$ cat config.mk
export PLATFORM = sky130hd
export DESIGN_NAME = brb_match
export DESIGN_NICKNAME = d
export VERILOG_FILES = /design/src/rtl/core/brb_pkg.sv /design/src/rtl/core/brb_match.sv
export SDC_FILE = /design/constraint.sdc
export NUM_CORES = 1
export LEC_CHECK = 0
export CORE_MARGIN = 1.5
export CORE_UTILIZATION = 47
export DETAILED_ROUTE_END_ITERATION = 10
export DONT_BUFFER_PORTS = 1
export PLACE_DENSITY = 0.61
export SLEW_MARGIN = 30
export SYNTH_ARGS = -nofsm -noshare
export SYNTH_HDL_FRONTEND = slang
export SYNTH_SLANG_ARGS = --single-unit
$ cat constraint.sdc
create_clock -name clk_i -period 3.7 [get_ports clk_i]
set_clock_uncertainty 0.15 [all_clocks]
set_input_delay 0.37 -clock clk_i [delete_from_list [all_inputs] [get_ports clk_i]]
set_output_delay 0.37 -clock clk_i [all_outputs]
set_load 0.005 [all_outputs]
$ cat src/rtl/core/brb_pkg.sv
`timescale 1ns / 1ps

package brb_pkg;

  // default ring depth in bytes, a power of two
  localparam int unsigned DEPTH_DEFAULT = 1024;

  localparam int unsigned FIELD_LEN_W = 11;
  localparam int unsigned MARKER_W    = 32;
  localparam int unsigned MLEN_W      = 3;
  localparam int unsigned PADDR_W     = 4;
  localparam int unsigned PDATA_W     = 32;

  typedef enum logic [1:0] {
    CMD_PUT  = 2'd0,
    CMD_GET  = 2'd1,
    CMD_FIND = 2'd2,
    CMD_NONE = 2'd3
  } cmd_e;

  typedef enum logic [1:0] {
    STAT_DONE      = 2'd0,
    STAT_FULL      = 2'd1,
    STAT_EMPTY     = 2'd2,
    STAT_NOT_FOUND = 2'd3
  } status_e;

  typedef enum logic [1:0] {
    REG_START_MARKER     = 2'd0,
    REG_START_MARKER_LEN = 2'd1,
    REG_END_MARKER       = 2'd2,
    REG_END_MARKER_LEN   = 2'd3
  } reg_idx_e;

  typedef struct packed {
    cmd_e       cmd;
    logic [7:0] data_byte;
  } in_t;

  typedef struct packed {
    status_e                  status;
    logic [7:0]               read_byte;
    logic [FIELD_LEN_W-1:0]   frame_length;
    logic [FIELD_LEN_W-1:0]   fill_level;
  } out_t;

  // control from the sequencer to the marker compare unit
  typedef struct packed {
    logic shift;
    logic clear;
    logic use_end;
  } match_ctl_t;

  // length 0 acts as 1, above 4 acts as 4
  function automatic logic [MLEN_W-1:0] clamp_len(input logic [MLEN_W-1:0] n);
    logic [MLEN_W-1:0] r;
    r = n;
    if (n == '0) begin
      r = MLEN_W'(1);
    end else if (n > MLEN_W'(4)) begin
      r = MLEN_W'(4);
    end
    return r;
  endfunction

endpackage

$ cat src/rtl/core/brb_match.sv
`timescale 1ns / 1ps

module brb_match (
  input  logic                                clk_i,
  input  logic                                rst_ni,
  input  brb_pkg::match_ctl_t                 ctl_i,
  input  logic [7:0]                          byte_i,
  input  logic [brb_pkg::MARKER_W-1:0]        start_marker_i,
  input  logic [brb_pkg::MLEN_W-1:0]          start_len_i,
  input  logic [brb_pkg::MARKER_W-1:0]        end_marker_i,
  input  logic [brb_pkg::MLEN_W-1:0]          end_len_i,
  output logic                                hit_o
);

  logic [3:0][7:0]                   win_q, win_d;
  logic [brb_pkg::MLEN_W-1:0]        cnt_q, cnt_d;
  logic [brb_pkg::MLEN_W-1:0]        len, lenm1;
  logic [brb_pkg::MARKER_W-1:0]      marker;
  logic [1:0]                        mb;
  logic                              all_eq;

  // window after this byte is shifted in, newest byte at position 0
  always_comb begin
    win_d = {win_q[2:0], byte_i};
  end

  always_comb begin
    len    = ctl_i.use_end ? brb_pkg::clamp_len(end_len_i) : brb_pkg::clamp_len(start_len_i);
    marker = ctl_i.use_end ? end_marker_i : start_marker_i;
    lenm1  = len - brb_pkg::MLEN_W'(1);
    all_eq = 1'b1;
    mb     = '0;
    for (int j = 0; j < 4; j++) begin
      mb = 2'(lenm1 - brb_pkg::MLEN_W'(j));
      if ((brb_pkg::MLEN_W'(j) < len) && (win_d[j] != marker[mb*8 +: 8])) begin
        all_eq = 1'b0;
      end
    end
    hit_o = ctl_i.shift && ((cnt_q + brb_pkg::MLEN_W'(1)) >= len) && all_eq;
  end

  // count of bytes in the window, saturating at four
  always_comb begin
    cnt_d = cnt_q;
    if (ctl_i.clear) begin
      cnt_d = '0;
    end else if (ctl_i.shift && (cnt_q < brb_pkg::MLEN_W'(4))) begin
      cnt_d = cnt_q + brb_pkg::MLEN_W'(1);
    end
  end

  always_ff @(posedge clk_i or negedge rst_ni) begin
    if (!rst_ni) begin
      cnt_q <= '0;
    end else begin
      cnt_q <= cnt_d;
    end
  end

  always_ff @(posedge clk_i) begin
    if (ctl_i.shift) begin
      win_q <= win_d;
    end
  end

endmodule

==> results of run 1 <==
-- worst max-delay path: stages --
cell,delay (ps)
nand2b_1,150
a32oi_4,480
buf_12,270
mux4_2,330
xnor2_1,210
nand4_1,170
nor4_1,370
a31oi_1,150
nor4b_2,330
-- report_power, final --
group	internal, uW	total (uW)	switching [uW]	leakage (uW)
Sequential	357	373	16.8	0.000275
Combinational	129	240	111	0.000600
Clock	75.7	172	96.6	0.0000255
Total	561	786	225	0.000901
-- layout make-up --
type	instances	area [um2]
Sequential cell	27	796
Clock inverter	1	5.00
Clock buffer	3	41.3
Inverter	4	15.0
Timing Repair Buffer	4	47.5
Multi-Input combinational cell	142	1470
Fill cell	423	2290
Tap cell	67	83.8
-- stage by stage --
step | util | setup WS, ps | instance area (um2) | instances | hold WS (ps)
after floorplan | - | 988 | 2350 | 181 | -75.6
after global placement | 0.504 | 323 | 2400 | 242 | -75.5
after detailed placement | 0.504 | 276 | 2400 | 242 | -75.5
after CTS | 0.518 | 279 | 2460 | 248 | 27.0
after global routing | 0.518 | 164 | 2460 | 248 | 15.5
final | 0.518 | 320 | 2460 | 248 | 30.4
-- sequential cells by signal (all words and copies together) (netlist names) --
name,cells
cnt_q,3
win_d,24
-- worst paths after layout --
check	slack [ps]	to	depth (start not counted)	from
max	320	hit_o	9	end_len_i[0]
min in group asynchronous	180	cnt_q[0]$_DFFE_PN0P_	1	rst_ni
min reg2reg	320	win_d[31]$_DFFE_PP_	0	win_d[23]$_DFFE_PP_
min	30	win_d[12]$_DFFE_PP_	0	byte_i[4]
max in group asynchronous	3080	cnt_q[1]$_DFFE_PN0P_	1	rst_ni
max reg2reg	2450	cnt_q[0]$_DFFE_PN0P_	3	cnt_q[2]$_DFFE_PN0P_
-- kinds of logic after synthesis --
group           Yosys count
fa+ha+maj                 4
buf+inv                  12
simple gates             32
compound gates           15
flops                    27
mux                      46
xor+xnor                 45
-- metal layers --
metal / part of all wire / wire length (um)
met5: 0 / 0
met4: 0.011 / 54
met3: 0.090 / 452
met2: 0.48 / 2440
met1: 0.41 / 2090
-- synth_stat cells, types with 2 or more instances --
cell / n
xor2_1: 24
buf_6: 2
o21ai_0: 2
xnor2_1: 20
dfrtp_1: 3
nor2_1: 4
nand2_1: 3
edfxtp_1: 24
inv_1: 4
nor4_1: 4
a21oi_1: 4
buf_4: 4
mux2i_1: 26
nand3_1: 2
mux4_2: 20
a31oi_1: 3
ha_1: 3
nor3_1: 4
nand2b_1: 4
nand4_1: 3
-- cell usage in the layout, fill, tap and decap left out --
cell type and instances:
mux2i_1 26, xor2_1 24, edfxtp_1 24, mux4_2 20, xnor2_1 20, inv_1 4
nand2b_1 4, nor3_1 4, nor2_1 4, a21oi_1 4, nor4_1 4, a31oi_1 3
nand2_1 3, nand4_1 3, ha_1 3, clkbuf_8 3, dfrtp_1 3, nand3_1 2
o21ai_0 2, dlygate4sd3_1 2, nor2_2 1, a32oi_4 1, nor3b_1 1, xnor2_2 1
and2_1 1, or3_1 1, o211ai_1 1, a2111oi_2 1, maj3_1 1, o32ai_1 1
nand4b_1 1, a32oi_1 1, nand3b_1 1, a221oi_1 1, nor4b_2 1, or2_2 1
clkinv_2 1, buf_4 1, buf_12 1
-- timing repair --
item / in CTS / in global routing
hold buffers: 2 / 0
hold endpoints to repair: 6 / 0
endpoints found under the setup margin: 0 / 0
buffers inserted: 0 / 0
==> results.md, run 1 <==
- The Yosys step of the flow raised 0 warnings.
- The share of the Yosys chip area taken by registers is 0.339.
- The area share of fa/ha/maj cells after synthesis is 0.0203.
- The area fraction of the dominant cell type after synthesis is 0.307.
- IR analysis of the VDD net gives a maximum drop of between 0.00015 and 0.0002 V.
- In this run, synthesis inferred 24 flip-flops with an integrated enable.
- CTS placed an instance of clkbuf_8 at the clock tree root.
- The type of the tightest min-delay check is input pin to flip-flop.
- The number of diodes is 0.
- From bottom edge to top edge, the die measures roughly 74 um.
- Setup repair after global routing left no endpoint under its margin.
- The most heavily used metal layer in global routing is met2.
- The post-route fraction of the period consumed by the critical path is 0.913.
- The area of the mapped netlist is around 2300 um2.
- The routed length per instance is 20.3 um.
- The routed design has 5030 um of wire.
- For this run, global-route usage on met3 was measured as 0.0425.
- In this run, CTS created clock tree buffers numbering 3.
- The total count of max-transition violations in the final report is 0.
- For the final routed database, the setup TNS stands at 0 ps.
- The endpoint kind of the worst setup timing path is an output port.
- The multiplexer share of the synthesized area is 0.303.
- For this configuration, the core starts out at a cell density of 0.493.
- The cell taking the most area after synthesis is edfxtp_1.
- The number of antenna violations at the first check in global routing is 0.
- The synthesized netlist net count is around 270.
- For this run, global-route usage on met1 was measured as 0.267.
- The die covers 5420 um2.
- The category of the worst setup path launch point is an input pin.
- The number of different library cells used by synthesis comes to 38.
- The power density over the cells is 319 nW/um2.
- The net total in the final layout is ~270.
- For this run, the leading register cell type out of synthesis is edfxtp_1.
- The CTS tree is yes.
- Of the total synthesized cell area, the portion taken by AND, OR, NAND and NOR gates is 0.0805.
- The core region is 4750 um2.
- Of all nets on the critical path, the largest fanout is 28.
- The critical path arrival is ~2900 ps.
- The run finished with clean final reports.
- After detailed routing, the number of remaining DRC violations is 0.
- The total of max-cap violations is 0.
- A synthesized cell averages approximately 13 um2.
- Summed over all layers, the global routing overflow is 0.
- The proportion of layout cells with a drive suffix above 1 is 0.177.
- After synthesis, the largest family of logic cells by area is multiplexers.
- In this run the horizontal extent of the chip is between 70 and 80 um.
- The overall routing resource usage is 0.197.
- The largest net degree at the start of global routing is 37.
- The worst-margin pin slew is between 400 and 500 ps.
- The detail route stage leaves a number of antenna-violating nets equal to 0.
- The critical path class is input pin to output port.
- The first detailed-routing pass ran for 4 iterations.
- CTS built an H-tree with a depth of 1.
- The synthesized-area fraction occupied by ao, oa, aoi and oai cells came to 0.0485.
- The worst slew slack as a fraction of its limit is 0.674.
- The post-layout minimum cycle time is between 3000 and 4000 ps.
- The count of final hold-check violations is 0.
- In this run the tool buffered the top-level ports with 0 buffer cells.
- The synthesized design contains 27 register bits.
- The clock latency reported for the late side of the worst-skew pair is ~280 ps.
- Clock-pin slew was measured on the worst setup and hold paths at ~90 ps.
- The number of global-route vias before repair came to 1,605.
- The total power after layout is just under 800 uW.
- The cell count after synthesis is 181.
- The HPWL reported at the end of detailed placement is roughly 4000 um.
- For met2 alone, demand over resource in global routing was 0.317.
- The layout overhead on the synthesized area is 4.96%.
- The number of sinks driven by the clock tree is 27.
- The required time reported for the critical path endpoint is about 3200 ps.
- The leakage power is about 0.00090 uW.
- The congestion estimate from routability-driven global placement came to 0.855.
- The row count is 25.
- For this block, the via count after detailed routing is approximately 1,600.
- The share of synthesized registers carrying an async set or reset is 0.111.
- During I/O placement, the number of pins put on the boundary was 84.
- Counting along the longest clock path gives a buffer depth of 2.
- Sorting the synthesized cells by area gives the leading types as edfxtp_1, mux4_2, mux2i_1, xor2_1, xnor2_1.
- Based on the critical path, the design can be clocked at up to 296 MHz.
- The final number of setup-violating endpoints is 0.
- The first global-routing pass estimated about 7800 um of wire.
- The average vias per placed instance is 6.29.
- After clock tree synthesis, the repair step resized 0 gates.
- Of the total synthesized cell area, the portion taken by XOR and XNOR cells is 0.171.
- The number of DRC violations after detailed-routing iteration 0 is between 80 and 90.
Note: power is estimated with default switching activity, not from simulation.
==> inputs of run 2 (changes only) <==
ABC_AREA = 1   (was unset)
BUFFER_PORTS_ARGS = -buffer_cell sky130_fd_sc_hd__buf_2   (was unset)
DONT_BUFFER_PORTS = unset   (was 1)
PLACE_DENSITY = 0.72   (was 0.61)
==> run 2 against run 1 <==
  * Area after synthesis is 30% higher
  * Sequential power hardly changed
  * Cell area is 43% higher
  * Register-to-register slack better by 80 ps
  * Largest power group is now combinational logic
  * Non-clock buffer count is 85 higher
==> results.md, run 2 <==
- The flow ran to the end, and the final reports show no timing, DRC or antenna violations.
- In this run the static leakage power is roughly 0.0021 uW.
- The cell count after synthesis is 541.
- The share of synthesized registers carrying an async set or reset is 0.111.
- From bottom edge to top edge, the die measures 83.5 um.
- STA classifies the critical path startpoint as an input pin.
- In the layout the commonest cells are nand2_1, buf_2, nand3_1.
- The die boundary width is 83.5 um.
- In the final routed layout, each cell accounts on average for between 10 and 15 um.
- In this run the worst path has a maximum fanout of 36.
- Wire segments on met2 add up to around 4400 um in the final route.
- The HPWL after detailed placement is roughly 6500 um.
- The area of the mapped netlist is between 3000 and 4000 um2.
- Counting flops and latches in the post-synthesis netlist gives 27.
- Across the run, the number of max-cap violations was 0.
- For the final routed database, the setup TNS stands at 0 ps.
- The TritonCTS buffer count is 3.
- Across all register-to-register paths, the minimum setup slack is between 2000 and 3000 ps.
- The number of antenna violations at the first check in global routing is 0.
- The number of sinks driven by the clock tree is 27.
- The overall routing resource usage is 0.240.
- The H-tree depth is 1.
- At the worst endpoint, the arrival time is between 2000 and 3000 ps.
- The filler cells instantiated in the layout total about 700.
- Ranked by instance count, the synthesized netlist is headed by nand2_1, nand3_1, inv_1.
- The area fraction of the dominant cell type after synthesis is 0.341.
- In this run the count of I/O pins placed on the die edge is 84.
- The most common flop cell mapped by yosys is edfxtp_1.
- In this run the worst hold path is classified as input pin to flip-flop.
- The clock latency reported for the late side of the worst-skew pair is ~270 ps.
- The count of final hold-check violations is 0.
- Compared with the post-synthesis result, the final layout area differs by 15.7%.
- The worst-margin pin slew is about 440 ps.
- The buffers plus inverters on the worst setup path is 4.
- The vias after detailed routing is around 3,500.
- After clock tree synthesis, the clock-pin slew on the worst setup and hold paths is 90 ps.
- The worst vdd rail ir drop is ~0.00019 V.
- The critical path class is input pin to output port.
- In this design, the stage delay of the slowest critical-path cell is about 350 ps.
- The register with the most flip-flops in the layout has 24 of them.
- The largest net degree at the start of global routing is 50.
- The library cell used most frequently in the layout, excluding fill and tap cells, is nand2_1.
- The cell taking the most area after synthesis is nand2_1.
- The most instantiated library cell after synthesis is nand2_1.
- The top routing layer in use is met4.
- The effective utilization at floorplan is 0.482.
- The weighted congestion reported at the end of routability-driven placement is approximately 0.90.
- The met3 wirelength from detailed routing is around 230 um.
- The endpoint kind of the worst setup timing path is an output port.
- The detail route stage leaves a number of antenna-violating nets equal to 0.
- The startpoint identified for the worst hold timing path is byte_i[4].
- The wire length after detailed routing is 8150 um.
- The row count is 29.
- The signal on the critical path passes through buf_2 -> inv_2 -> nor2_2 -> nand2_4 -> nand2_2 -> buf_4 -> o21ai_0 -> nand2_1 -> nand2_1 -> nand2_1 -> nand2_1 -> nand2_1 -> nor2_1 -> nand2_1 -> nand2_1 -> nand3_1 -> nor2_1 -> buf_2.
- The proportion of layout cells with a drive suffix above 1 is 0.163.
- The number of warnings reported in the yosys synthesis log is 0.
- After synthesis, the netlist uses 26 different library cells.
- The die covers between 6000 and 7000 um2.
- After detailed routing, the wire length on met1 is 3420 um.
- The root cell of the clock tree is clkbuf_8.
- The post-synthesis area per instance is roughly 5.6 um2.
- The total count of max-transition violations in the final report came to 0.
- Yosys mapped a number of flops with a built-in enable equal to 24.
- Ranked by total cell area, the synthesized netlist is headed by nand2_1, edfxtp_1, nand3_1, inv_1, nand3b_1.
- The kind of cell with the highest combined delay on the critical path is simple AND/OR/NAND/NOR gates.
- After the last flow step, the layout net total stands at 699.
- Derived from the worst setup path, the maximum achievable clock frequency is around 310 MHz.
- The share of synthesized area occupied by flip-flops and latches is 0.261.
- The library cell contributing the largest single delay on the critical path is o21ai_0.
- The buffer depth of the longest clock path is 2.
- In the finished design, the share of the clock period the worst path needs comes to 0.885.
- The routed design could run at a clock period as short as 3270 ps.
- Once layout is complete, the utilization of the core stands at 0.558.
- The endpoint identified for the worst register-to-register timing path is cnt_q[1]$_DFFE_PN0P_.
- For this design the ratio of total power to cell area is 269 nW/um2.
- The depth of the worst register-to-register path is 3.
- Setup violations remaining at the end of the flow were counted as 0.
- Setup repair after global routing left no endpoint under its margin.
- The count of input and output buffers is just over 80.
- The most common cell type on the critical path is nand2_1.
- Dividing the detail-routed via count by the number of cells gives around 5.1.
- The number of global-route vias before repair is 3,237.
- Counting every net in the synthesized netlist gives ~630.
- The remaining global-route overflow is 0.
- The required time reported for the critical path endpoint is around 3200 ps.
- In the routed design, unresolved DRC markers number 0.
- 0 antenna diodes ended up in the layout.
- The core footprint is approximately 6300 um2.
- The CTS tree is yes.
- The wire length of the first global-routing pass is approximately 14,000 um.
- The worst hold path terminates at win_d[12]$_DFFE_PP_.
- In this run the worst setup path begins at ctl_i[0].
- The worst slew slack as a fraction of its limit is 0.705.
- In this run, the number of DRC markers left after iteration 0 of detailed routing was ~200.
- Along the worst hold path, the cell count comes to 1.
- The startpoint identified for the worst register-to-register timing path is cnt_q[0]$_DFFE_PN0P_.
- The first-pass iteration count of the detailed router is 5.
## run 2: changes by cell type in the layout (fill, tap and decap cells not counted), sizes merged, moves of 20 or more
cell   change
mux2i     -26
mux4      -20
nand3     +79
nand2    +279
buf       +86
xor2      -20
xnor2     -20
inv       +58
## run 2: cell families (layout without fill, tap and decap cells)
family | Yosys count | after routing | share of synthesized area
AO/OA/AOI/OAI | 25 | 25 | 0.0436
XOR/XNOR | 5 | 5 | 0.0144
adder cells (fa/ha/maj) | 3 | 3 | 0.0123
buffers and inverters | 85 | 156 | 0.120
flip-flops | 27 | 27 | 0.261
AND/OR/NAND/NOR | 396 | 396 | 0.549
## run 2: how the worst max path moves through the flow
stage / depth (start not counted) / end / slack (ps)
2_1_floorplan: 15 / hit_o / 1420
3_3_place_gp: 18 / hit_o / 450
3_5_place_dp: 18 / hit_o / 430
4_1_cts: 18 / hit_o / 430
5_1_grt: 18 / hit_o / 110
6_report: 18 / hit_o / 430
## run 2: final cells by class
cell class,instances,area [um2],share of cell area
tap,77,96.3,0.0274
inverter,63,236,0.0671
clock buffer,4,45.0,0.0128
sequential,27,796,0.226
multi-input combinational,429,1890,0.535
timing repair buffer,89,463,0.131
## run 2: report_power, final
| group | switching [uW] | internal, uW | total [uW] |
|---|---|---|---|
| sequential | 16.0 | 357 | 373 |
| combinational | 254 | 152 | 406 |
| clock | 93.2 | 77.3 | 171 |
| total | 363 | 586 | 949 |
## run 2: through the flow
stage	area, um2	worst slack, ps	cells	hold WS [ps]	total power [uW]
finish	3520	427	689	139	949
global route	3520	111	689	133	1030
CTS	3520	426	689	136	952
detailed placement	3470	432	684	21.6	782
global placement	3470	451	684	19.0	771
floorplan	3050	1420	541	-75.6	666
## run 2: worst reg2reg max path, cell delays in order (launching register included)
cell and delay [ps]:
dfrtp_1 410, ha_1 330, nor2_1 120, nor2_1 50
## run 2: routing by layer
metal  up-vias  GRT usage
met4         0     0.0373
met2        74      0.474
met1      1576      0.278
met3        10     0.0307
li1       1833          -
met5         -          0
## run 2: what timing repair did
action,CTS,global route
hold buffers,1,0
gates resized for setup,0,0
endpoints found under the hold margin,3,0
buffers inserted,0,0
endpoints found under the setup margin,0,0
